File: src/sv/sprite_move_stepper_core_assert.svh
`ifndef SPRITE_MOVE_STEPPER_CORE_ASSERT_SVH
`define SPRITE_MOVE_STEPPER_CORE_ASSERT_SVH

// same-cycle implication on clk, masked while rst_n is low
`define SMSTP_ASSERT_IMPL(lbl, ante, cons, msg) \
    lbl: assert property (@(posedge clk) disable iff (!rst_n) (ante) |-> (cons)) \
        else $error(msg);

// next-cycle implication on clk, masked while rst_n is low
`define SMSTP_ASSERT_NEXT(lbl, ante, cons, msg) \
    lbl: assert property (@(posedge clk) disable iff (!rst_n) (ante) |=> (cons)) \
        else $error(msg);

`endif

File: src/sv/smstp_pkg.sv
package smstp_pkg;

    // coordinate and field widths
    localparam int COORD_W = 16;
    localparam int STEP_W  = COORD_W + 1;
    localparam int SPEED_W = 16;
    localparam int CMD_W   = 2;
    localparam int HEAD_W  = 2;
    localparam int FRAME_W = 4;
    localparam int FC_W    = 5;

    // q.8 fraction and datapath widths
    localparam int Q_BITS  = 8;
    localparam int MUL_W   = 16;
    localparam int PROD_W  = 2 * MUL_W;
    localparam int RAD_W   = 2 * COORD_W + 2 * Q_BITS;
    localparam int ROOT_W  = RAD_W / 2;
    localparam int REM_W   = ROOT_W + 1;
    localparam int SUB_W   = ROOT_W + 3;
    localparam int QUO_W   = SPEED_W;
    localparam int CNT_W   = 5;

    // command codes
    localparam logic [CMD_W-1:0] CMD_PLACE = 2'd0;
    localparam logic [CMD_W-1:0] CMD_MOVE  = 2'd1;
    localparam logic [CMD_W-1:0] CMD_TICK  = 2'd2;

    // facing codes
    localparam logic [HEAD_W-1:0] FACE_DOWN  = 2'd0;
    localparam logic [HEAD_W-1:0] FACE_LEFT  = 2'd1;
    localparam logic [HEAD_W-1:0] FACE_RIGHT = 2'd2;
    localparam logic [HEAD_W-1:0] FACE_UP    = 2'd3;

    localparam logic [FC_W-1:0]    FRAME_COUNT_RESET = 5'd4;
    localparam logic [FC_W-1:0]    FC_MIN_RUN        = 5'd2;
    localparam logic [FC_W-1:0]    FRAME_MOD_MAX     = 5'd16;
    localparam logic [SPEED_W-1:0] SPEED_ONE         = 16'd256;

    typedef struct packed {
        logic [CMD_W-1:0]          cmd;
        logic signed [COORD_W-1:0] arg_x;
        logic signed [COORD_W-1:0] arg_y;
        logic [SPEED_W-1:0]        speed;
    } cmd_t;

    typedef struct packed {
        logic signed [COORD_W-1:0] pos_x;
        logic signed [COORD_W-1:0] pos_y;
        logic [HEAD_W-1:0]         facing;
        logic [FRAME_W-1:0]        frame;
        logic                      moving;
        logic                      finished;
    } res_t;

    // shared compare-subtract unit
    typedef struct packed {
        logic [SUB_W-1:0] a;
        logic [SUB_W-1:0] b;
    } sub_op_t;

    typedef struct packed {
        logic             ge;
        logic [SUB_W-1:0] diff;
    } sub_res_t;

endpackage

File: src/sv/smstp_mul.sv
module smstp_mul import smstp_pkg::*; (
    input  logic [MUL_W-1:0]  a,
    input  logic [MUL_W-1:0]  b,
    output logic [PROD_W-1:0] p
);

    // unsigned product, registered by the caller
    assign p = PROD_W'(a) * PROD_W'(b);

endmodule

File: src/sv/smstp_subu.sv
module smstp_subu import smstp_pkg::*; (
    input  sub_op_t  op,
    output sub_res_t res
);

    logic [SUB_W:0] d;

    // borrow out tells a < b
    assign d        = {1'b0, op.a} - {1'b0, op.b};
    assign res.ge   = ~d[SUB_W];
    assign res.diff = d[SUB_W-1:0];

endmodule

File: src/sv/sprite_move_stepper_core.sv
// sprite move stepper: takes place, move and tick commands, one transaction at a time, and
// returns one result transaction per command with position, facing, animation frame, a
// moving flag and a finished pulse. place, move, idle ticks and jump ticks (speed below
// 1.0) go straight from acceptance to the final state, which loads the result register.
// a stepped tick runs one shared 16x16 multiplier and one shared 27-bit compare-subtract
// unit under a small sequencer: squaring of both axes and their sum, a bit-pair square
// root, per axis the scaled product and a 16-step restoring divide, then the position
// update and the facing choice, frame modulo by repeated subtraction (none when the move
// ends or the frame is held) and the final state that loads the result. cmd_stall stays
// high while a command is being worked; a finished result waits in the output register
// while the next command runs, and that command's final state is held for as long as the
// waiting result stays stalled.
`include "sprite_move_stepper_core_assert.svh"

module sprite_move_stepper_core import smstp_pkg::*; (
    input  logic            clk,
    input  logic            rst_n,
    input  logic            cfg_wr_en,
    input  logic [FC_W-1:0] cfg_wr_data,
    input  logic            cmd_valid,
    output logic            cmd_stall,
    input  cmd_t            cmd_data,
    output logic            res_valid,
    input  logic            res_stall,
    output res_t            res_data
);

    // sequencer codes
    localparam logic [3:0] ST_IDLE  = 4'd0;
    localparam logic [3:0] ST_SQX   = 4'd1;
    localparam logic [3:0] ST_SQY   = 4'd2;
    localparam logic [3:0] ST_SQSUM = 4'd3;
    localparam logic [3:0] ST_SQRT  = 4'd4;
    localparam logic [3:0] ST_MUL   = 4'd5;
    localparam logic [3:0] ST_DINIT = 4'd6;
    localparam logic [3:0] ST_DIV   = 4'd7;
    localparam logic [3:0] ST_STEP  = 4'd8;
    localparam logic [3:0] ST_UPD   = 4'd9;
    localparam logic [3:0] ST_HEAD  = 4'd10;
    localparam logic [3:0] ST_FMOD  = 4'd11;
    localparam logic [3:0] ST_FIN   = 4'd12;

    localparam int RND_W = QUO_W + 1;
    localparam int SMAG_W = RND_W - Q_BITS;

    localparam logic [CNT_W-1:0]        SQRT_LAST = CNT_W'(ROOT_W - 1);
    localparam logic [CNT_W-1:0]        DIV_LAST  = CNT_W'(QUO_W - 1);
    localparam logic [RND_W-1:0]        HALF_UP   = RND_W'(128);
    localparam logic [RND_W-1:0]        HALF_DN   = RND_W'(127);
    localparam logic [ROOT_W-1:0]       ROOT_MIN  = ROOT_W'(256);
    localparam logic signed [STEP_W-1:0] STEP_LIM = STEP_W'(256);
    localparam logic signed [COORD_W+1:0] SAT_HI  = {3'b000, {(COORD_W-1){1'b1}}};
    localparam logic signed [COORD_W+1:0] SAT_LO  = {3'b111, {(COORD_W-1){1'b0}}};

    typedef struct packed {
        logic signed [COORD_W-1:0] rem;
        logic signed [COORD_W-1:0] pos;
    } adv_t;

    // clamp a widened sum back to coordinate range
    function automatic logic signed [COORD_W-1:0] sat_coord(
        input logic signed [COORD_W+1:0] v
    );
        logic signed [COORD_W-1:0] r;
        if (v > SAT_HI)
        begin
            r = SAT_HI[COORD_W-1:0];
        end
        else if (v < SAT_LO)
        begin
            r = SAT_LO[COORD_W-1:0];
        end
        else
        begin
            r = v[COORD_W-1:0];
        end
        return r;
    endfunction

    // move one axis by inc, or snap to the target when inc would reach it
    function automatic adv_t advance(
        input logic signed [COORD_W-1:0] rem,
        input logic signed [COORD_W-1:0] pos,
        input logic signed [STEP_W-1:0]  inc
    );
        logic [STEP_W-1:0]         mag_inc;
        logic [STEP_W-1:0]         mag_rem;
        logic signed [COORD_W+1:0] rem_w;
        logic signed [COORD_W+1:0] pos_w;
        logic signed [COORD_W+1:0] inc_w;
        adv_t                      r;
        rem_w   = {{2{rem[COORD_W-1]}}, rem};
        pos_w   = {{2{pos[COORD_W-1]}}, pos};
        inc_w   = {inc[STEP_W-1], inc};
        mag_inc = inc[STEP_W-1] ? STEP_W'(-inc) : STEP_W'(inc);
        mag_rem = rem[COORD_W-1] ? STEP_W'(-rem_w) : STEP_W'(rem_w);
        if (mag_inc < mag_rem)
        begin
            r.rem = sat_coord(rem_w - inc_w);
            r.pos = sat_coord(pos_w + inc_w);
        end
        else
        begin
            r.rem = '0;
            r.pos = sat_coord(pos_w + rem_w);
        end
        return r;
    endfunction

    logic [3:0]                state_reg,  state_next;
    logic signed [COORD_W-1:0] pos_x_reg,  pos_x_next;
    logic signed [COORD_W-1:0] pos_y_reg,  pos_y_next;
    logic signed [COORD_W-1:0] rem_x_reg,  rem_x_next;
    logic signed [COORD_W-1:0] rem_y_reg,  rem_y_next;
    logic [SPEED_W-1:0]        speed_reg,  speed_next;
    logic [HEAD_W-1:0]         head_reg,   head_next;
    logic [FRAME_W-1:0]        frame_reg,  frame_next;
    logic [FC_W-1:0]           fc_reg,     fc_next;
    logic                      done_reg,   done_next;
    logic                      axis_reg,   axis_next;
    logic [CNT_W-1:0]          cnt_reg,    cnt_next;
    logic                      res_valid_reg, res_valid_next;
    res_t                      res_reg,    res_next;

    // datapath registers, no reset needed
    logic [PROD_W-1:0]         prod_reg,   prod_next;
    logic [PROD_W-1:0]         acc_reg,    acc_next;
    logic [RAD_W-1:0]          work_reg,   work_next;
    logic [REM_W-1:0]          srem_reg,   srem_next;
    logic [ROOT_W-1:0]         root_reg,   root_next;
    logic [QUO_W-1:0]          quo_reg,    quo_next;
    logic signed [STEP_W-1:0]  step_x_reg, step_x_next;
    logic signed [STEP_W-1:0]  step_y_reg, step_y_next;
    logic [FC_W-1:0]           fval_reg,   fval_next;

    logic [COORD_W-1:0]        mag_x;
    logic [COORD_W-1:0]        mag_y;
    logic [MUL_W-1:0]          mul_a;
    logic [MUL_W-1:0]          mul_b;
    logic [PROD_W-1:0]         mul_p;
    sub_op_t                   sub_op;
    sub_res_t                  sub_res;
    logic [PROD_W-1:0]         sq_sum;
    logic [FC_W-1:0]           fc_m1;
    logic [FC_W-1:0]           frame_mod;
    logic [RND_W-1:0]          rnd_up;
    logic [RND_W-1:0]          rnd_dn;
    logic signed [STEP_W-1:0]  step_val;
    logic                      axis_neg;
    adv_t                      adv_x;
    adv_t                      adv_y;
    adv_t                      jmp_x;
    adv_t                      jmp_y;
    logic                      accept;

    smstp_mul u_mul (
        .a (mul_a),
        .b (mul_b),
        .p (mul_p)
    );

    smstp_subu u_subu (
        .op  (sub_op),
        .res (sub_res)
    );

    assign accept    = cmd_valid && !cmd_stall;
    assign cmd_stall = (state_reg != ST_IDLE);
    assign res_valid = res_valid_reg;
    assign res_data  = res_reg;

    // magnitudes of the remaining distances; the most negative value maps to 2^(w-1)
    assign mag_x = rem_x_reg[COORD_W-1] ? unsigned'(-rem_x_reg) : unsigned'(rem_x_reg);
    assign mag_y = rem_y_reg[COORD_W-1] ? unsigned'(-rem_y_reg) : unsigned'(rem_y_reg);

    assign sq_sum = acc_reg + prod_reg;

    // frame wraps modulo frame_count-1, capped at 16
    assign fc_m1     = fc_reg - 1'b1;
    assign frame_mod = (fc_m1 > FRAME_MOD_MAX) ? FRAME_MOD_MAX : fc_m1;

    // round half up of m/256 in the signed sense, so a negative axis rounds its magnitude half down
    assign axis_neg = axis_reg ? rem_y_reg[COORD_W-1] : rem_x_reg[COORD_W-1];
    assign rnd_up   = {1'b0, quo_reg} + HALF_UP;
    assign rnd_dn   = {1'b0, quo_reg} + HALF_DN;
    assign step_val = axis_neg
                      ? -$signed({{(STEP_W-SMAG_W){1'b0}}, rnd_dn[RND_W-1:Q_BITS]})
                      : $signed({{(STEP_W-SMAG_W){1'b0}}, rnd_up[RND_W-1:Q_BITS]});

    // stepped and jump axis updates
    assign adv_x = advance(rem_x_reg, pos_x_reg, step_x_reg);
    assign adv_y = advance(rem_y_reg, pos_y_reg, step_y_reg);
    assign jmp_x = advance(rem_x_reg, pos_x_reg, {rem_x_reg[COORD_W-1], rem_x_reg});
    assign jmp_y = advance(rem_y_reg, pos_y_reg, {rem_y_reg[COORD_W-1], rem_y_reg});

    // shared multiplier operands
    always_comb
    begin
        mul_a = '0;
        mul_b = '0;
        unique case (state_reg)
            ST_SQX:
            begin
                mul_a = MUL_W'(mag_x);
                mul_b = MUL_W'(mag_x);
            end
            ST_SQY:
            begin
                mul_a = MUL_W'(mag_y);
                mul_b = MUL_W'(mag_y);
            end
            ST_MUL:
            begin
                mul_a = MUL_W'(speed_reg);
                mul_b = axis_reg ? MUL_W'(mag_y) : MUL_W'(mag_x);
            end
            default:
            begin
                mul_a = '0;
                mul_b = '0;
            end
        endcase
    end

    // shared compare-subtract operands
    always_comb
    begin
        sub_op = '0;
        unique case (state_reg)
            // bit-pair square root: bring down two radicand bits, trial 4*root+1
            ST_SQRT:
            begin
                sub_op.a = {srem_reg, work_reg[RAD_W-1 -: 2]};
                sub_op.b = {1'b0, root_reg, 2'b01};
            end
            // restoring divide by the root
            ST_DIV:
            begin
                sub_op.a = {2'b00, srem_reg[ROOT_W-1:0], work_reg[RAD_W-1]};
                sub_op.b = {3'b000, root_reg};
            end
            // frame modulo by repeated subtraction
            ST_FMOD:
            begin
                sub_op.a = SUB_W'(fval_reg);
                sub_op.b = SUB_W'(frame_mod);
            end
            default:
            begin
                sub_op = '0;
            end
        endcase
    end

    // sequencer and state update
    always_comb
    begin
        state_next     = state_reg;
        pos_x_next     = pos_x_reg;
        pos_y_next     = pos_y_reg;
        rem_x_next     = rem_x_reg;
        rem_y_next     = rem_y_reg;
        speed_next     = speed_reg;
        head_next      = head_reg;
        frame_next     = frame_reg;
        fc_next        = cfg_wr_en ? cfg_wr_data : fc_reg;
        done_next      = done_reg;
        axis_next      = axis_reg;
        cnt_next       = cnt_reg;
        prod_next      = prod_reg;
        acc_next       = acc_reg;
        work_next      = work_reg;
        srem_next      = srem_reg;
        root_next      = root_reg;
        quo_next       = quo_reg;
        step_x_next    = step_x_reg;
        step_y_next    = step_y_reg;
        fval_next      = fval_reg;
        res_next       = res_reg;
        // result register drains when taken
        res_valid_next = res_valid_reg && res_stall;

        unique case (state_reg)
            ST_IDLE:
            begin
                if (accept)
                begin
                    done_next  = 1'b0;
                    state_next = ST_FIN;
                    unique case (cmd_data.cmd)
                        CMD_PLACE:
                        begin
                            pos_x_next = cmd_data.arg_x;
                            pos_y_next = cmd_data.arg_y;
                        end
                        CMD_MOVE:
                        begin
                            rem_x_next = cmd_data.arg_x;
                            rem_y_next = cmd_data.arg_y;
                            speed_next = cmd_data.speed;
                            done_next  = (cmd_data.arg_x == '0) && (cmd_data.arg_y == '0);
                        end
                        CMD_TICK:
                        begin
                            if ((rem_x_reg != '0) || (rem_y_reg != '0))
                            begin
                                if (speed_reg < SPEED_ONE)
                                begin
                                    // jump the whole way
                                    pos_x_next = jmp_x.pos;
                                    rem_x_next = jmp_x.rem;
                                    pos_y_next = jmp_y.pos;
                                    rem_y_next = jmp_y.rem;
                                    frame_next = '0;
                                    done_next  = 1'b1;
                                end
                                else
                                begin
                                    state_next = ST_SQX;
                                end
                            end
                        end
                        default:
                        begin
                            // unused code reports the state unchanged
                            done_next = 1'b0;
                        end
                    endcase
                end
            end
            ST_SQX:
            begin
                prod_next  = mul_p;
                state_next = ST_SQY;
            end
            ST_SQY:
            begin
                acc_next   = prod_reg;
                prod_next  = mul_p;
                state_next = ST_SQSUM;
            end
            ST_SQSUM:
            begin
                // radicand is the squared norm in q.16
                work_next  = {sq_sum, {(RAD_W-PROD_W){1'b0}}};
                srem_next  = '0;
                root_next  = '0;
                cnt_next   = SQRT_LAST;
                state_next = ST_SQRT;
            end
            ST_SQRT:
            begin
                work_next = work_reg << 2;
                if (sub_res.ge)
                begin
                    srem_next = sub_res.diff[REM_W-1:0];
                    root_next = {root_reg[ROOT_W-2:0], 1'b1};
                end
                else
                begin
                    srem_next = sub_op.a[REM_W-1:0];
                    root_next = {root_reg[ROOT_W-2:0], 1'b0};
                end
                if (cnt_reg == '0)
                begin
                    axis_next  = 1'b0;
                    state_next = ST_MUL;
                end
                else
                begin
                    cnt_next = cnt_reg - 1'b1;
                end
            end
            ST_MUL:
            begin
                prod_next  = mul_p;
                state_next = ST_DINIT;
            end
            ST_DINIT:
            begin
                // numerator is speed*|d|*256; its top part is already below the root
                srem_next  = REM_W'(prod_reg[PROD_W-1:Q_BITS]);
                work_next  = {prod_reg[Q_BITS-1:0], {(RAD_W-Q_BITS){1'b0}}};
                quo_next   = '0;
                cnt_next   = DIV_LAST;
                state_next = ST_DIV;
            end
            ST_DIV:
            begin
                work_next = work_reg << 1;
                if (sub_res.ge)
                begin
                    srem_next = sub_res.diff[REM_W-1:0];
                    quo_next  = {quo_reg[QUO_W-2:0], 1'b1};
                end
                else
                begin
                    srem_next = sub_op.a[REM_W-1:0];
                    quo_next  = {quo_reg[QUO_W-2:0], 1'b0};
                end
                if (cnt_reg == '0)
                begin
                    state_next = ST_STEP;
                end
                else
                begin
                    cnt_next = cnt_reg - 1'b1;
                end
            end
            ST_STEP:
            begin
                if (axis_reg)
                begin
                    step_y_next = step_val;
                    state_next  = ST_UPD;
                end
                else
                begin
                    step_x_next = step_val;
                    axis_next   = 1'b1;
                    state_next  = ST_MUL;
                end
            end
            ST_UPD:
            begin
                pos_x_next = adv_x.pos;
                rem_x_next = adv_x.rem;
                pos_y_next = adv_y.pos;
                rem_y_next = adv_y.rem;
                state_next = ST_HEAD;
            end
            ST_HEAD:
            begin
                if ((rem_x_reg == '0) && (rem_y_reg == '0))
                begin
                    frame_next = '0;
                    done_next  = 1'b1;
                    state_next = ST_FIN;
                end
                else
                begin
                    // larger remaining axis picks the facing, y wins ties
                    if (mag_x > mag_y)
                    begin
                        head_next = rem_x_reg[COORD_W-1] ? FACE_LEFT : FACE_RIGHT;
                    end
                    else if (rem_y_reg != '0)
                    begin
                        head_next = rem_y_reg[COORD_W-1] ? FACE_UP : FACE_DOWN;
                    end
                    if (fc_reg < FC_MIN_RUN)
                    begin
                        frame_next = '0;
                        state_next = ST_FIN;
                    end
                    else
                    begin
                        fval_next  = {1'b0, frame_reg} + 1'b1;
                        state_next = ST_FMOD;
                    end
                end
            end
            ST_FMOD:
            begin
                if (sub_res.ge)
                begin
                    fval_next = sub_res.diff[FC_W-1:0];
                end
                else
                begin
                    frame_next = fval_reg[FRAME_W-1:0];
                    state_next = ST_FIN;
                end
            end
            ST_FIN:
            begin
                // load the result once the previous one is gone
                if (!res_valid_reg || !res_stall)
                begin
                    res_next.pos_x    = pos_x_reg;
                    res_next.pos_y    = pos_y_reg;
                    res_next.facing   = head_reg;
                    res_next.frame    = frame_reg;
                    res_next.moving   = (rem_x_reg != '0) || (rem_y_reg != '0);
                    res_next.finished = done_reg;
                    res_valid_next    = 1'b1;
                    state_next        = ST_IDLE;
                end
            end
            default:
            begin
                state_next = ST_IDLE;
            end
        endcase
    end

    // control and architectural state
    always_ff @(posedge clk or negedge rst_n)
    begin
        if (!rst_n)
        begin
            state_reg     <= ST_IDLE;
            pos_x_reg     <= '0;
            pos_y_reg     <= '0;
            rem_x_reg     <= '0;
            rem_y_reg     <= '0;
            speed_reg     <= '0;
            head_reg      <= FACE_DOWN;
            frame_reg     <= '0;
            fc_reg        <= FRAME_COUNT_RESET;
            done_reg      <= 1'b0;
            axis_reg      <= 1'b0;
            cnt_reg       <= '0;
            res_valid_reg <= 1'b0;
        end
        else
        begin
            state_reg     <= state_next;
            pos_x_reg     <= pos_x_next;
            pos_y_reg     <= pos_y_next;
            rem_x_reg     <= rem_x_next;
            rem_y_reg     <= rem_y_next;
            speed_reg     <= speed_next;
            head_reg      <= head_next;
            frame_reg     <= frame_next;
            fc_reg        <= fc_next;
            done_reg      <= done_next;
            axis_reg      <= axis_next;
            cnt_reg       <= cnt_next;
            res_valid_reg <= res_valid_next;
        end
    end

    // datapath and result payload
    always_ff @(posedge clk)
    begin
        prod_reg   <= prod_next;
        acc_reg    <= acc_next;
        work_reg   <= work_next;
        srem_reg   <= srem_next;
        root_reg   <= root_next;
        quo_reg    <= quo_next;
        step_x_reg <= step_x_next;
        step_y_reg <= step_y_next;
        fval_reg   <= fval_next;
        res_reg    <= res_next;
    end

    // square root remainder never exceeds twice the partial root
    `SMSTP_ASSERT_IMPL(a_sqrt_rem_bound, state_reg == ST_SQRT, (srem_reg <= {root_reg, 1'b0}), "sqrt remainder out of bound")

    // divide remainder stays below a root of at least 1.0 in q.8
    `SMSTP_ASSERT_IMPL(a_div_rem_bound, state_reg == ST_DIV, (srem_reg < {1'b0, root_reg}) && (root_reg >= ROOT_MIN), "divide remainder or root out of bound")

    // a per-axis step never exceeds the speed ceiling of 256 pixels
    `SMSTP_ASSERT_IMPL(a_step_bound, state_reg == ST_UPD, (step_x_reg <= STEP_LIM) && (step_x_reg >= -STEP_LIM) && (step_y_reg <= STEP_LIM) && (step_y_reg >= -STEP_LIM), "axis step too large")

    // frame modulo only runs with a usable modulus and leaves a frame in range
    `SMSTP_ASSERT_NEXT(a_fmod_range, (state_reg == ST_FMOD) && !sub_res.ge, (state_reg == ST_FIN) && ({1'b0, frame_reg} < frame_mod) && (frame_mod != '0), "frame modulo out of range")

endmodule

File: config.mk
export PLATFORM = sky130hd
export DESIGN_NAME = sprite_move_stepper_core
export DESIGN_NICKNAME = d
export VERILOG_FILES = /design/src/sv/smstp_pkg.sv /design/src/sv/smstp_mul.sv /design/src/sv/smstp_subu.sv /design/src/sv/sprite_move_stepper_core.sv
export VERILOG_INCLUDE_DIRS = /design/src /design/src/sv
export SDC_FILE = /design/constraint.sdc
export NUM_CORES = 2
export LEC_CHECK = 0
export ABC_CLOCK_PERIOD_IN_PS = 20900
export BUFFER_PORTS_ARGS = -buffer_cell sky130_fd_sc_hd__buf_2
export CORE_ASPECT_RATIO = 1.1
export CORE_MARGIN = 1.5
export CORE_UTILIZATION = 40
export DETAILED_ROUTE_END_ITERATION = 8
export GPL_TIMING_DRIVEN = 0
export PLACE_DENSITY = 0.6
export SLEW_MARGIN = 15
export SYNTH_ARGS = -nofsm -noshare
export SYNTH_HDL_FRONTEND = slang
export SYNTH_SLANG_ARGS = --single-unit
export TNS_END_PERCENT = 30
File: constraint.sdc
create_clock -name clk -period 20.9 [get_ports clk]
set_input_delay 6.27 -clock clk [delete_from_list [all_inputs] [get_ports clk]]
set_output_delay 6.27 -clock clk [all_outputs]
set_load 0.05 [all_outputs]
==> results.ini <==
[grt]
grt_pass1_vias=28440
grt_pass1_wl_um=163900
grt_antenna_before_repair=0
grt_usage_pct=24.28
grt_max_degree=73
overflow=0

[layout]
num-nets-final=4514
final_common_cell=nand2_1
largest_register_ff_count=40
n_antenna_cell=0
layout-drive-gt1-share_pct=7.401
mostFrequentLayoutCells=nand2_1, inv_1, ha_1, nor2_1, a21oi_1
area_growth_pct=10.63

[setup_path]
end_kind=flip-flop
worstPathRequired_ns=21.17
critPathSlowestCell=a21oi_1
reg2reg_from=rem_y_reg[0]
cp_max_fo=7
cp-start-kind=flip-flop
critPathTopFamily=adder cells
timing.rr.end=prod_reg[31]
worst-path-buf-inv=5
ff2ff_path_depth=31
worstPathArrival_ns=10.57
max_stage_delay_ns=0.82
reg2reg_setup_slack_ns=10.60
path_class=flip-flop to flip-flop
path_common_cell=fa_1

[clock_tree]
cts_buffer_depth=3
cts-resized-gates=0
cts.sinks=343
clk-insertion-delay-late_ns=0.61
numCtsBuffers=43
root_buffer=clkbuf_16
cts_tree=built
cts_setup_buffers=0
htree_levels=2
cts_hold_buf=0
clk_pin_slew_ns=0.06

[synthesis]
synth.area.top_cells=edfxtp_1, ha_1, fa_1, dfrtp_1, a21oi_1
async_flop_share_pct=30.03
synth-edff-count=240
synth_area_leader_cell=edfxtp_1
synth_seq_cells=343
synth-main-ff-cell=edfxtp_1
avgSynthCellArea_um2=9.074
syn_inst=3771
ys_seq_area_share_pct=28.60
synth_area_um2=34220
yosys_warnings=0
synth_cell_types=101
post-synth-top-area-fraction_pct=21.06

[sta]
relSlewSlack_pct=16.11
fmax_ghz=0.09707
tightest_slew_ns=1.253
rsz0062_at_grt=false
finalSetupViolCount=0
fin_ws_ns=10.60
finalClockSkew_ns=0.05227
report.final.slew_viol_count=0
finalHoldViolCount=0
fin_crit_sh_pct=49.29
fin_crit_ns=10.30
tns_ns=0

[drt]
wl_um=105900
ant_nets=0
remaining_drc_errors=0
drt_iter0_markers=2470
firstDrtPassIters=6
wl_per_cell_um=20.76
viasPerCell=5.735
dr_total_vias=29240

[placed_design]
dp_slack_ns=10.89
numPortBuffers=100
dp_hpwl_um=85500
gp_congestion=0.9309

[floorplan]
io_pins=102
core_um2=84780
dieArea_um2=87310
die_x_um=281.9
core.rowCount=112
fp.dieH_um=309.8
initial_core_util_pct=40.36

[run]
cap_violations=0

[min_path]
min_to=res_data[0]
hp-start=done_reg
hold_path.class=flip-flop to flip-flop
min_path_cells=0

[run_status]
status=finished clean

==> through the flow <==
step / hold slack, ns / instances / utilization, % / cell area, um^2
2_1_floorplan: 0.4249 / 3772 / - / 34220
3_3_place_gp: 0.4395 / 5012 / 42.64 / 36150
3_5_place_dp: 0.4435 / 5021 / 42.91 / 36380
4_1_cts: 0.4527 / 5099 / 44.65 / 37860
5_1_grt: 0.4768 / 5099 / 44.65 / 37860
6_report: 0.4548 / 5099 / 44.65 / 37860
==> cell usage after synthesis (22+ instances only) <==
master,instances
nand2b_1,46
o21a_1,33
o21ai_0,160
edfxtp_1,240
a31oi_1,42
a21oi_1,290
o211ai_1,24
nand2_1,373
ha_1,326
o22ai_1,31
nor4_1,25
nor2_1,297
and3_1,64
a22oi_1,43
o21bai_1,26
and2_1,29
inv_1,352
a22o_1,29
o21ai_1,44
fa_1,202
xor2_1,81
a221o_1,22
a211oi_1,25
nand3_1,72
xnor2_1,142
a21o_1,91
nor2b_1,39
nor3_1,52
clkbuf_1,105
mux2i_1,25
dfrtp_1,102
==> cells by family after synthesis <==
family / Yosys count / share of synthesized area, %
AND/OR/NAND/NOR: 1090 / 14.87
AO/OA/AOI/OAI: 1036 / 19.87
adder cells (fa/ha/maj): 531 / 23.83
buffers and inverters: 500 / 5.660
flip-flops: 343 / 28.60
XOR/XNOR: 223 / 5.708
multiplexers: 47 / 1.455
other: 1 / 0.01096
==> area by class of cell <==
| class | count | area [um^2] |
|---|---|---|
| plain buffers | 145 | 604.3 |
| clock buffers | 47 | 1111 |
| clock inverters | 31 | 365.4 |
| fillers | 8225 | 46930 |
| inverters | 355 | 1333 |
| multi-input cells | 2929 | 22560 |
| flip-flops and latches | 343 | 9786 |
| well taps | 1140 | 1426 |
| repair buffers | 109 | 669.4 |
==> worst max path at each step <==
stage / cells after the start / end / from / slack [ns]
after floorplan: 1 / res_data[0] / res_stall / 12.25
after global placement: 29 / prod_reg[31] / state_reg[1] / 10.50
after detailed placement: 31 / prod_reg[31] / rem_y_reg[0] / 10.89
after CTS: 31 / prod_reg[31] / rem_y_reg[0] / 10.79
after global routing: 31 / prod_reg[31] / rem_y_reg[0] / 10.14
final: 31 / prod_reg[31] / rem_y_reg[0] / 10.60
==> per-layer routing <==
layer | global-route usage (%) | wire length (um) | up-vias
met3 | 3.848 | 7864 | 183
li1 | - | - | 13780
met4 | 8.402 | 3581 | 0
met1 | 33.85 | 47460 | 14260
met5 | 0 | 0 | -
met2 | 38.14 | 46970 | 1026
==> worst register-to-register path, delay by kind of cell (launching register included) <==
family	cells	cell delay (ns)
xor+xnor	2	0.77
simple gates	6	1.34
compound gates	10	2.98
flops	1	0.59
buf+inv	5	0.58
fa+ha+maj	8	3.70
Power is not shown: default switching activity piles up to over one toggle a cycle in this logic, so the estimate is an artifact.
